## src/rtl/core/pbe_pkg.sv

```systemverilog
// ----------------------------------------------------------------------------
// pbe_pkg
// Shared types, widths, codes and reset values of the pad button edge and
// auto-repeat unit.
// ----------------------------------------------------------------------------
`default_nettype none

package pbe_pkg;

    localparam int BTN_W    = 16;
    localparam int BITS_W   = 24;
    localparam int AXIS_W   = 8;
    localparam int TIME_W   = 32;
    localparam int DELAY_W  = 16;
    localparam int COUNT_W  = 5;
    localparam int DIR_W    = 4;
    localparam int AMT_W    = 7;
    localparam int CFG_IDX_W  = 3;
    localparam int CFG_DATA_W = 16;

    localparam int IN_DATA_W  = 80;
    localparam int IN_USER_W  = 6;
    localparam int OUT_DATA_W = 112;
    localparam int OUT_USER_W = 1;

    localparam int PORT_COUNT_DEFAULT = 2;

    localparam logic [DELAY_W-1:0] INITIAL_DELAY_RST = 16'd400;
    localparam logic [DELAY_W-1:0] REPEAT_DELAY_RST  = 16'd40;
    localparam logic [DELAY_W-1:0] EARLY_EXTRA_RST   = 16'd43;
    localparam logic [COUNT_W-1:0] EARLY_COUNT_RST   = 5'd20;
    localparam logic [AXIS_W-1:0]  STICK_HIGH_RST    = 8'hbf;
    localparam logic [AXIS_W-1:0]  STICK_LOW_RST     = 8'h40;

    localparam logic [COUNT_W-1:0] COUNT_MAX = '1;
    localparam logic [AMT_W-1:0]   AMT_MAX   = '1;

    typedef enum logic [CFG_IDX_W-1:0] {
        CFG_INITIAL_DELAY = 3'd0,
        CFG_REPEAT_DELAY  = 3'd1,
        CFG_EARLY_EXTRA   = 3'd2,
        CFG_EARLY_COUNT   = 3'd3,
        CFG_STICK_HIGH    = 3'd4,
        CFG_STICK_LOW     = 3'd5
    } cfg_reg_e;

    typedef enum logic [1:0] {
        LINK_NOT_READY = 2'd0,
        LINK_READ_FAIL = 2'd1,
        LINK_READ_OK   = 2'd2
    } link_status_e;

    localparam logic [1:0] KIND_NONE        = 2'd0;
    localparam logic [1:0] KIND_DUAL_ANALOG = 2'd2;

    localparam logic [DIR_W-1:0] DIR_NONE    = 4'd0;
    localparam logic [DIR_W-1:0] DIR_R_RIGHT = 4'd1;
    localparam logic [DIR_W-1:0] DIR_R_LEFT  = 4'd2;
    localparam logic [DIR_W-1:0] DIR_R_UP    = 4'd3;
    localparam logic [DIR_W-1:0] DIR_R_DOWN  = 4'd4;
    localparam logic [DIR_W-1:0] DIR_L_RIGHT = 4'd5;
    localparam logic [DIR_W-1:0] DIR_L_LEFT  = 4'd6;
    localparam logic [DIR_W-1:0] DIR_L_UP    = 4'd7;
    localparam logic [DIR_W-1:0] DIR_L_DOWN  = 4'd8;

    // Per-port repeat state held in the state memory.
    typedef struct packed {
        logic [BITS_W-1:0]  previous;
        logic [TIME_W-1:0]  deadline;
        logic [COUNT_W-1:0] count;
    } pbe_entry_t;

    function automatic logic [TIME_W-1:0] sat_add(input logic [TIME_W-1:0] a,
                                                  input logic [TIME_W:0]   b);
        logic [TIME_W+1:0] sum;
        begin
            sum = {1'b0, a} + {1'b0, b};
            sat_add = (sum[TIME_W+1:TIME_W] != 2'b00) ? '1 : sum[TIME_W-1:0];
        end
    endfunction

endpackage

`default_nettype wire

```

## src/rtl/core/pbe_stick_map.sv

```systemverilog
// ----------------------------------------------------------------------------
// pbe_stick_map
// Maps the four stick axes to a direction code and amount, in priority order.
// ----------------------------------------------------------------------------
`default_nettype none

module pbe_stick_map
    import pbe_pkg::*;
(
    input  wire logic [AXIS_W-1:0] right_x,
    input  wire logic [AXIS_W-1:0] right_y,
    input  wire logic [AXIS_W-1:0] left_x,
    input  wire logic [AXIS_W-1:0] left_y,
    input  wire logic [AXIS_W-1:0] high_thr,
    input  wire logic [AXIS_W-1:0] low_thr,
    output logic      [DIR_W-1:0]  direction,
    output logic      [AMT_W-1:0]  amount
);

    function automatic logic [AMT_W-1:0] clamp_amt(input logic [AXIS_W-1:0] v);
        begin
            clamp_amt = (v > AXIS_W'(AMT_MAX)) ? AMT_MAX : v[AMT_W-1:0];
        end
    endfunction

    logic [AMT_W-1:0] rx_hi, rx_lo, ry_hi, ry_lo, lx_hi, lx_lo, ly_hi, ly_lo;

    assign rx_hi = clamp_amt(right_x - high_thr);
    assign rx_lo = clamp_amt(low_thr - right_x);
    assign ry_hi = clamp_amt(right_y - high_thr);
    assign ry_lo = clamp_amt(low_thr - right_y);
    assign lx_hi = clamp_amt(left_x - high_thr);
    assign lx_lo = clamp_amt(low_thr - left_x);
    assign ly_hi = clamp_amt(left_y - high_thr);
    assign ly_lo = clamp_amt(low_thr - left_y);

    // Vertical axes test the low side (up) before the high side (down).
    always_comb
    begin
        direction = DIR_NONE;
        amount    = '0;
        if (right_x >= high_thr)
        begin
            direction = DIR_R_RIGHT;
            amount    = rx_hi;
        end
        else if (right_x <= low_thr)
        begin
            direction = DIR_R_LEFT;
            amount    = rx_lo;
        end
        else if (right_y <= low_thr)
        begin
            direction = DIR_R_UP;
            amount    = ry_lo;
        end
        else if (right_y >= high_thr)
        begin
            direction = DIR_R_DOWN;
            amount    = ry_hi;
        end
        else if (left_x >= high_thr)
        begin
            direction = DIR_L_RIGHT;
            amount    = lx_hi;
        end
        else if (left_x <= low_thr)
        begin
            direction = DIR_L_LEFT;
            amount    = lx_lo;
        end
        else if (left_y <= low_thr)
        begin
            direction = DIR_L_UP;
            amount    = ly_lo;
        end
        else if (left_y >= high_thr)
        begin
            direction = DIR_L_DOWN;
            amount    = ly_hi;
        end
    end

endmodule

`default_nettype wire

```

## src/rtl/core/pbe_state_mem.sv

```systemverilog
// ----------------------------------------------------------------------------
// pbe_state_mem
// Per-port repeat state memory: one write port, one registered read port,
// entry valid bits cleared by reset, and a bypass for a same-cycle write.
// ----------------------------------------------------------------------------
`default_nettype none

module pbe_state_mem
    import pbe_pkg::*;
#(
    parameter int DEPTH = PORT_COUNT_DEFAULT,
    parameter int AW    = 1
)
(
    input  wire logic          clk,
    input  wire logic          rst_n,
    input  wire logic          rd_en,
    input  wire logic [AW-1:0] rd_addr,
    output pbe_entry_t         rd_data,
    input  wire logic          wr_en,
    input  wire logic [AW-1:0] wr_addr,
    input  wire pbe_entry_t    wr_data
);

    pbe_entry_t           mem [DEPTH];
    logic [DEPTH-1:0]     valid_reg;
    pbe_entry_t           rd_data_reg;
    logic                 rd_valid_reg;
    pbe_entry_t           byp_data_reg;
    logic                 byp_reg;

    always_ff @(posedge clk)
    begin
        if (wr_en)
        begin
            mem[wr_addr] <= wr_data;
        end
        if (rd_en)
        begin
            rd_data_reg  <= mem[rd_addr];
            byp_data_reg <= wr_data;
        end
    end

    always_ff @(posedge clk or negedge rst_n)
    begin
        if (!rst_n)
        begin
            valid_reg    <= '0;
            rd_valid_reg <= 1'b0;
            byp_reg      <= 1'b0;
        end
        else
        begin
            if (wr_en)
            begin
                valid_reg[wr_addr] <= 1'b1;
            end
            if (rd_en)
            begin
                rd_valid_reg <= valid_reg[rd_addr];
                // A write to the same entry in the read cycle wins over the array.
                byp_reg      <= wr_en && (wr_addr == rd_addr);
            end
        end
    end

    assign rd_data = byp_reg      ? byp_data_reg :
                     rd_valid_reg ? rd_data_reg  : '0;

endmodule

`default_nettype wire

```

## src/rtl/core/pad_button_edge_repeat_unit.sv

```systemverilog
// ----------------------------------------------------------------------------
// pad_button_edge_repeat_unit
// Gamepad press-edge detector with typematic auto-repeat for several ports.
//
//  Channel   Direction  Word contents
//  s_axis    in         one poll of one port (buttons, axes, time; tuser: kind)
//  m_axis    out        press/held bit words, stick direction (tuser: read_ok)
//  cfg       in         register writes, no read-back
//
// One poll per cycle is accepted unless the output stalls; results are registered.
// Stage one reads the port's repeat state from the state memory and prepares
// the stick code and deadline sums; stage two updates state and writes back.
// A back-to-back poll of the same port is served by the memory bypass.
// Reset clears all state at once through the memory valid bits.
// A stalled output holds one result while one further poll is taken.
// ----------------------------------------------------------------------------
`default_nettype none

module pad_button_edge_repeat_unit
    import pbe_pkg::*;
#(
    parameter int PORT_COUNT = PORT_COUNT_DEFAULT
)
(
    input  wire logic                  clk,
    input  wire logic                  rst_n,
    input  wire logic                  s_axis_tvalid,
    output logic                       s_axis_tready,
    // buttons[15:0], right_x[23:16], right_y[31:24], left_x[39:32],
    // left_y[47:40], now_ms[79:48]
    input  wire logic [IN_DATA_W-1:0]  s_axis_tdata,
    // mode[0], port[1], link_status[3:2], pad_kind[5:4]
    input  wire logic [IN_USER_W-1:0]  s_axis_tuser,
    output logic                       m_axis_tvalid,
    input  wire logic                  m_axis_tready,
    // port_pressed[23:0], port_held[47:24], all_pressed[71:48],
    // all_held[95:72], stick_direction[99:96], stick_amount[106:100], zeros
    output logic [OUT_DATA_W-1:0]      m_axis_tdata,
    // read_ok[0]
    output logic [OUT_USER_W-1:0]      m_axis_tuser,
    input  wire logic                  cfg_wr_en,
    input  wire logic [CFG_IDX_W-1:0]  cfg_index,
    input  wire logic [CFG_DATA_W-1:0] cfg_wdata
);

    localparam int PORT_W = (PORT_COUNT > 1) ? $clog2(PORT_COUNT) : 1;

    // Configuration registers.
    logic [DELAY_W-1:0] initial_delay_reg, repeat_delay_reg, early_extra_reg;
    logic [COUNT_W-1:0] early_count_reg;
    logic [AXIS_W-1:0]  stick_high_reg, stick_low_reg;
    logic [DELAY_W:0]   repeat_total;

    always_ff @(posedge clk or negedge rst_n)
    begin
        if (!rst_n)
        begin
            initial_delay_reg <= INITIAL_DELAY_RST;
            repeat_delay_reg  <= REPEAT_DELAY_RST;
            early_extra_reg   <= EARLY_EXTRA_RST;
            early_count_reg   <= EARLY_COUNT_RST;
            stick_high_reg    <= STICK_HIGH_RST;
            stick_low_reg     <= STICK_LOW_RST;
        end
        else
        begin
            if (cfg_wr_en)
            begin
                case (cfg_index)
                    CFG_INITIAL_DELAY: initial_delay_reg <= cfg_wdata;
                    CFG_REPEAT_DELAY:  repeat_delay_reg  <= cfg_wdata;
                    CFG_EARLY_EXTRA:   early_extra_reg   <= cfg_wdata;
                    CFG_EARLY_COUNT:   early_count_reg   <= cfg_wdata[COUNT_W-1:0];
                    CFG_STICK_HIGH:    stick_high_reg    <= cfg_wdata[AXIS_W-1:0];
                    CFG_STICK_LOW:     stick_low_reg     <= cfg_wdata[AXIS_W-1:0];
                    default:           ;
                endcase
            end
        end
    end

    assign repeat_total = (DELAY_W+1)'(repeat_delay_reg) + (DELAY_W+1)'(early_extra_reg);

    // ---------------- stage one: capture, memory read, stateless work -------
    logic              in_mode, in_port;
    logic [1:0]        in_status, in_kind;
    logic [BTN_W-1:0]  in_btn;
    logic [TIME_W-1:0] in_now;
    logic              in_present;
    logic [PORT_W-1:0] in_port_idx;
    logic              in_accept;
    logic [DIR_W-1:0]  map_dir;
    logic [AMT_W-1:0]  map_amt;

    assign in_btn     = s_axis_tdata[15:0];
    assign in_now     = s_axis_tdata[79:48];
    assign in_mode    = s_axis_tuser[0];
    assign in_port    = s_axis_tuser[1];
    assign in_status  = s_axis_tuser[3:2];
    assign in_kind    = s_axis_tuser[5:4];
    assign in_present = (PORT_COUNT > 1) || !in_port;
    assign in_port_idx = in_present ? PORT_W'(in_port) : '0;
    assign in_accept  = s_axis_tvalid && s_axis_tready;

    pbe_stick_map u_stick_map (
        .right_x   (s_axis_tdata[23:16]),
        .right_y   (s_axis_tdata[31:24]),
        .left_x    (s_axis_tdata[39:32]),
        .left_y    (s_axis_tdata[47:40]),
        .high_thr  (stick_high_reg),
        .low_thr   (stick_low_reg),
        .direction (map_dir),
        .amount    (map_amt)
    );

    logic              s1_valid_reg;
    logic              s1_mode_reg, s1_present_reg;
    logic [PORT_W-1:0] s1_port_reg;
    logic [1:0]        s1_status_reg, s1_kind_reg;
    logic [BTN_W-1:0]  s1_btn_reg;
    logic [TIME_W-1:0] s1_now_reg, s1_dl_init_reg, s1_dl_rep_reg, s1_dl_rep_ex_reg;
    logic [DIR_W-1:0]  s1_dir_reg;
    logic [AMT_W-1:0]  s1_amt_reg;

    logic s1_adv;
    logic out_valid_reg;

    assign s1_adv        = s1_valid_reg && (!out_valid_reg || m_axis_tready);
    assign s_axis_tready = !s1_valid_reg || s1_adv;

    always_ff @(posedge clk or negedge rst_n)
    begin
        if (!rst_n)
        begin
            s1_valid_reg <= 1'b0;
        end
        else if (s_axis_tready)
        begin
            s1_valid_reg <= s_axis_tvalid;
        end
    end

    always_ff @(posedge clk)
    begin
        if (in_accept)
        begin
            s1_mode_reg      <= in_mode;
            s1_present_reg   <= in_present;
            s1_port_reg      <= in_port_idx;
            s1_status_reg    <= in_status;
            s1_kind_reg      <= in_kind;
            s1_btn_reg       <= in_btn;
            s1_now_reg       <= in_now;
            s1_dir_reg       <= map_dir;
            s1_amt_reg       <= map_amt;
            s1_dl_init_reg   <= sat_add(in_now, (TIME_W+1)'(initial_delay_reg));
            s1_dl_rep_reg    <= sat_add(in_now, (TIME_W+1)'(repeat_delay_reg));
            s1_dl_rep_ex_reg <= sat_add(in_now, (TIME_W+1)'(repeat_total));
        end
    end

    // ---------------- stage two: read-modify-write -------------------------
    pbe_entry_t ent_cur, ent_next;
    logic       mem_wr_en;

    pbe_state_mem #(
        .DEPTH (PORT_COUNT),
        .AW    (PORT_W)
    ) u_state_mem (
        .clk     (clk),
        .rst_n   (rst_n),
        .rd_en   (in_accept),
        .rd_addr (in_port_idx),
        .rd_data (ent_cur),
        .wr_en   (mem_wr_en),
        .wr_addr (s1_port_reg),
        .wr_data (ent_next)
    );

    logic [BITS_W-1:0] held_reg    [PORT_COUNT];
    logic [BITS_W-1:0] pressed_reg [PORT_COUNT];
    logic [BITS_W-1:0] held_next   [PORT_COUNT];
    logic [BITS_W-1:0] pressed_next[PORT_COUNT];
    logic [DIR_W-1:0]  last_dir_reg, last_dir_next;
    logic [AMT_W-1:0]  last_amt_reg, last_amt_next;

    logic              ready, ok, dual;
    logic [BITS_W-1:0] held_cur, h_new, p_new;
    logic [7:0]        dir_bits;
    logic              upd_bits;

    assign ready = ((s1_status_reg == LINK_READ_FAIL) || (s1_status_reg == LINK_READ_OK))
                 && (!s1_mode_reg || (s1_kind_reg != KIND_NONE));
    assign ok    = (s1_status_reg == LINK_READ_OK);
    assign dual  = (s1_kind_reg == KIND_DUAL_ANALOG);
    assign held_cur = held_reg[s1_port_reg];
    assign dir_bits = (s1_dir_reg == DIR_NONE) ? 8'h00
                    : (8'h01 << (s1_dir_reg - 4'd1));
    assign mem_wr_en = s1_adv && s1_present_reg;

    always_comb
    begin
        ent_next      = ent_cur;
        h_new         = held_cur;
        p_new         = pressed_reg[s1_port_reg];
        upd_bits      = 1'b0;
        last_dir_next = last_dir_reg;
        last_amt_next = last_amt_reg;
        if (s1_present_reg)
        begin
            if (!ready)
            begin
                p_new    = '0;
                upd_bits = 1'b1;
                if (s1_mode_reg)
                begin
                    ent_next.previous = '0;
                end
            end
            else if (ok && !s1_mode_reg)
            begin
                h_new             = {8'h00, ~s1_btn_reg};
                p_new             = h_new & ~ent_cur.previous;
                ent_next.previous = h_new;
                upd_bits          = 1'b1;
            end
            else if (ok)
            begin
                h_new = {held_cur[BITS_W-1:BTN_W], ~s1_btn_reg};
                if (dual)
                begin
                    last_dir_next = s1_dir_reg;
                    last_amt_next = s1_amt_reg;
                    h_new[BITS_W-1:BTN_W] = dir_bits;
                end
                p_new    = h_new & ~ent_cur.previous;
                upd_bits = 1'b1;
                if (ent_cur.previous == h_new)
                begin
                    // Unchanged word: repeat once the deadline has passed.
                    if (s1_now_reg > ent_cur.deadline)
                    begin
                        p_new             = h_new;
                        ent_next.deadline = (ent_cur.count < early_count_reg)
                                          ? s1_dl_rep_ex_reg : s1_dl_rep_reg;
                        if (ent_cur.count != COUNT_MAX)
                        begin
                            ent_next.count = ent_cur.count + COUNT_W'(1);
                        end
                    end
                end
                else
                begin
                    ent_next.count    = '0;
                    ent_next.deadline = s1_dl_init_reg;
                    ent_next.previous = h_new;
                end
            end
        end
    end

    always_comb
    begin
        for (int p = 0; p < PORT_COUNT; p++)
        begin
            held_next[p]    = held_reg[p];
            pressed_next[p] = pressed_reg[p];
            if (upd_bits && (PORT_W'(p) == s1_port_reg))
            begin
                held_next[p]    = h_new;
                pressed_next[p] = p_new;
            end
        end
    end

    logic [BITS_W-1:0] all_p, all_h;

    always_comb
    begin
        all_p = '0;
        all_h = '0;
        for (int p = 0; p < PORT_COUNT; p++)
        begin
            all_p = all_p | pressed_next[p];
            all_h = all_h | held_next[p];
        end
    end

    always_ff @(posedge clk or negedge rst_n)
    begin
        if (!rst_n)
        begin
            for (int p = 0; p < PORT_COUNT; p++)
            begin
                held_reg[p]    <= '0;
                pressed_reg[p] <= '0;
            end
            last_dir_reg <= DIR_NONE;
            last_amt_reg <= '0;
        end
        else if (s1_adv)
        begin
            for (int p = 0; p < PORT_COUNT; p++)
            begin
                held_reg[p]    <= held_next[p];
                pressed_reg[p] <= pressed_next[p];
            end
            last_dir_reg <= last_dir_next;
            last_amt_reg <= last_amt_next;
        end
    end

    // ---------------- output register --------------------------------------
    logic [OUT_DATA_W-1:0] out_data_reg;
    logic                  out_ok_reg;

    always_ff @(posedge clk or negedge rst_n)
    begin
        if (!rst_n)
        begin
            out_valid_reg <= 1'b0;
        end
        else if (s1_adv)
        begin
            out_valid_reg <= 1'b1;
        end
        else if (m_axis_tready)
        begin
            out_valid_reg <= 1'b0;
        end
    end

    always_ff @(posedge clk)
    begin
        if (s1_adv)
        begin
            out_data_reg <= {5'd0, last_amt_next, last_dir_next, all_h, all_p,
                             s1_present_reg ? h_new : {BITS_W{1'b0}},
                             s1_present_reg ? p_new : {BITS_W{1'b0}}};
            out_ok_reg   <= s1_present_reg && ok;
        end
    end

    assign m_axis_tvalid = out_valid_reg;
    assign m_axis_tdata  = out_data_reg;
    assign m_axis_tuser  = out_ok_reg;

endmodule

`default_nettype wire

```

## config.mk

```make
export PLATFORM = sky130hd
export DESIGN_NAME = pad_button_edge_repeat_unit
export DESIGN_NICKNAME = d
export VERILOG_FILES = /design/src/rtl/core/pbe_pkg.sv /design/src/rtl/core/pbe_stick_map.sv /design/src/rtl/core/pbe_state_mem.sv /design/src/rtl/core/pad_button_edge_repeat_unit.sv
export SDC_FILE = /design/constraint.sdc
export NUM_CORES = 1
export LEC_CHECK = 0
export BUFFER_PORTS_ARGS = -buffer_cell sky130_fd_sc_hd__buf_2
export CAP_MARGIN = 30
export CORE_ASPECT_RATIO = 0.75
export CORE_MARGIN = 2
export CORE_UTILIZATION = 60
export CTS_CLUSTER_DIAMETER = 100
export CTS_CLUSTER_SIZE = 25
export DETAILED_ROUTE_END_ITERATION = 12
export PLACE_DENSITY = 0.89
export SLEW_MARGIN = 20
export SYNTH_ARGS = -nofsm -noshare
export SYNTH_HDL_FRONTEND = slang
export SYNTH_SLANG_ARGS = --single-unit
export TNS_END_PERCENT = 20
```

## constraint.sdc

```tcl
create_clock -name clk -period 13.03 [get_ports clk]
set_input_delay 1.303 -clock clk [delete_from_list [all_inputs] [get_ports clk]]
set_output_delay 1.303 -clock clk [all_outputs]
set_load 0.03 [all_outputs]
```

==> results_dict.tcl <==
set metrics [dict create \
    cts_tree "yes" \
    seq_area_frac_synth_pct 54.7 \
    synth_edf_count 513 \
    layout_setup_ws_ps 7490 \
    clk_pin_slew_ps 100 \
    hp-class "reg2reg" \
    use_met2_pct 43.9 \
    final_common_cell "edfxtp_1" \
    netlist_top_cells_area "edfxtp_1 (42%), dfrtp_1 (11%), mux2_2 (7.1%), ha_1 (6.0%), nand2_1 (2.9%)" \
    clock_latency_ps 610 \
    post_cts_buffers 0 \
    antenna_found_initial 2 \
    nets 3518 \
    tightest_slew_ps 1020 \
    antenna_left 0 \
    cap_violations 0 \
    synth_top_area_share_pct 42.2 \
    vias 26211 \
    core_um2 60300 \
    dp_hpwl_um 61800 \
    multi_input_area_um2 15500 \
    mostFrequentLayoutCells "edfxtp_1 (513), nand2_1 (282), mux2_2 (230)" \
    die_width_um 289 \
    met3_usage_pct 4.86 \
    fmax_mhz 181 \
    die_area_um2 62900 \
    critical_path_arrival_ps 5790 \
    worst_setup_path_start_kind "register" \
    yosysTopAreaCell "edfxtp_1" \
    cts-root-buf "clkbuf_16" \
    dr.pass1.iters 6 \
    pre_cts_slack_ps 7630 \
    period_needed_ps 5540 \
    timing.hold.ws_ps 479 \
    fin_crit_sh_pct 42.5 \
    grt_use_met1_pct 41.5 \
    yosys_warnings 0 \
    async_reset_ff_share_pct 26.2 \
    nFillCells 4372 \
    area_growth_pct 8.29 \
    regArea_um2 20000 \
    setup_viol 0 \
    clkSinkCount 695 \
    syn-cell-area_um2 36500 \
    layout-drive-gt1-share_pct 19.1 \
    grt_pass1_vias 24786 \
    grt_remaining_overflow 0 \
    synth.avg_cell_area_um2 11.9 \
    rsz0062_at_grt "false" \
    ir_worst_vdd_uv 125 \
    initial_core_util_pct 60.5 \
    path_max_fanout 32 \
    fin_setup_tns_ps 0 \
    synthCells 3061 \
    crit_path_end_kind "register" \
    cts_buffers 34 \
    via_per_inst 6.50 \
    p_per_area_nw_per_um2 166 \
    top_register "u_state_mem.mem" \
    largest_register_ffs 122 \
    gp_congestion 0.959 \
    num_rows 78 \
    drt_iter0_drc 3494 \
    path_class "reg2reg" \
    busiest_layer "met2" \
    grt_pass1_wl_um 140000 \
    ios 225 \
    synth_seq_cells 695 \
    p_leak_nw 15.8 \
    grtUsageTotal_pct 28.5 \
    h-tree-depth 2 \
    grt_max_degree 139 \
    synth_cell_types 91 \
    status "finished, final reports clean" \
    hold_viol 0 \
    worst_slew_margin_rel_pct 31.9 \
    io_buffer_count 219 \
    cts_hold_buffers 0 \
    die_y_um 218 \
    required_ps 13280 \
    drv_slew 0 \
    wirelength_um 90400 \
    finClkSkew_ps 55.9 \
    cts_resized 0 \
    ys.flop_type "edfxtp_1" \
    routedWlPerCell_um 22.4 \
    drc 0 \
    cts_buffer_depth 3 \
]
==> layout make-up <==
cell class | count | area share [%]
timing repair buffer | 262 | 3.86
multi-input combinational | 2093 | 39.3
inverter | 121 | 1.17
clock inverter | 4 | 0.165
tap | 800 | 2.53
sequential | 695 | 50.5
antenna | 1 | 0.00633
clock buffer | 57 | 2.42
==> per-layer routing <==
layer	share of wire (%)	wire, µm
met3	9.8	8810
met1	41	37500
met5	0.014	13
met4	2.9	2620
met2	46	41400
==> where the power goes <==
group | total (mW) | leakage, nW | switching (mW) | internal [mW]
Clock | 1.22 | 0.486 | 0.700 | 0.521
Sequential | 3.07 | 7.26 | 0.209 | 2.86
Combinational | 2.26 | 8.01 | 1.36 | 0.902
==> cell usage after synthesis, drive strengths merged (35+ instances only) <==
master	instances
edfxtp	513
nand2	286
mux2	238
o21ai	188
a21oi	178
ha	174
dfrtp	163
nor2	128
inv	121
clkbuf	114
a22oi	92
o22ai	56
buf	42
nor2b	42
nand3	41
a211oi	37
and2	36
xor2	35
==> critical path: stages (launching register included) <==
cell	delay, ps
dfrtp_1	410
nor2b_4	710
buf_4	530
a22oi_1	180
ha_1	370
nand4_1	100
nor2_1	70
nand2_2	380
buf_4	470
inv_1	260
a21oi_1	710
o21a_1	630
o21ai_0	330
==> cell families (layout without fill, tap and decap cells) <==
group	after synthesis	after routing	share of synthesized area, %
compound gates	839	839	15.5
simple gates	710	710	9.40
flops	695	695	54.7
buf+inv	277	444	3.04
mux	271	271	8.24
fa+ha+maj	201	201	7.44
xor+xnor	67	67	1.61
other cells	1	6	0.0103
==> final timing paths <==
| kind | from | end | slack [ps] | cells past startpoint |
|---|---|---|---|---|
| worst max-delay path | u_state_mem.rd_valid_reg | u_state_mem.byp_data_reg[57] | 7490 | 12 |
| worst min-delay path | last_dir_reg[3] | last_dir_reg[3] | 480 | 2 |
| worst max register to register | u_state_mem.rd_valid_reg | u_state_mem.byp_data_reg[57] | 7490 | 12 |
| worst min register to register | last_dir_reg[3] | last_dir_reg[3] | 480 | 2 |
| max in group asynchronous | rst_n | pressed_reg[6] | 10250 | 3 |
| min in group asynchronous | rst_n | early_extra_reg[11] | 660 | 1 |
==> through the flow <==
stage / power (mW) / cell area (µm²) / utilization, % / instances
2_1_floorplan: 4.70 / 36500 / - / 3065
3_3_place_gp: 5.23 / 38300 / 63.6 / 3961
3_5_place_dp: 5.31 / 38400 / 63.7 / 3964
4_1_cts: 6.52 / 39400 / 65.4 / 4025
5_1_grt: 6.89 / 39500 / 65.6 / 4033
6_report: 6.55 / 39500 / 65.6 / 4033
(Power assumes the default switching activity.)
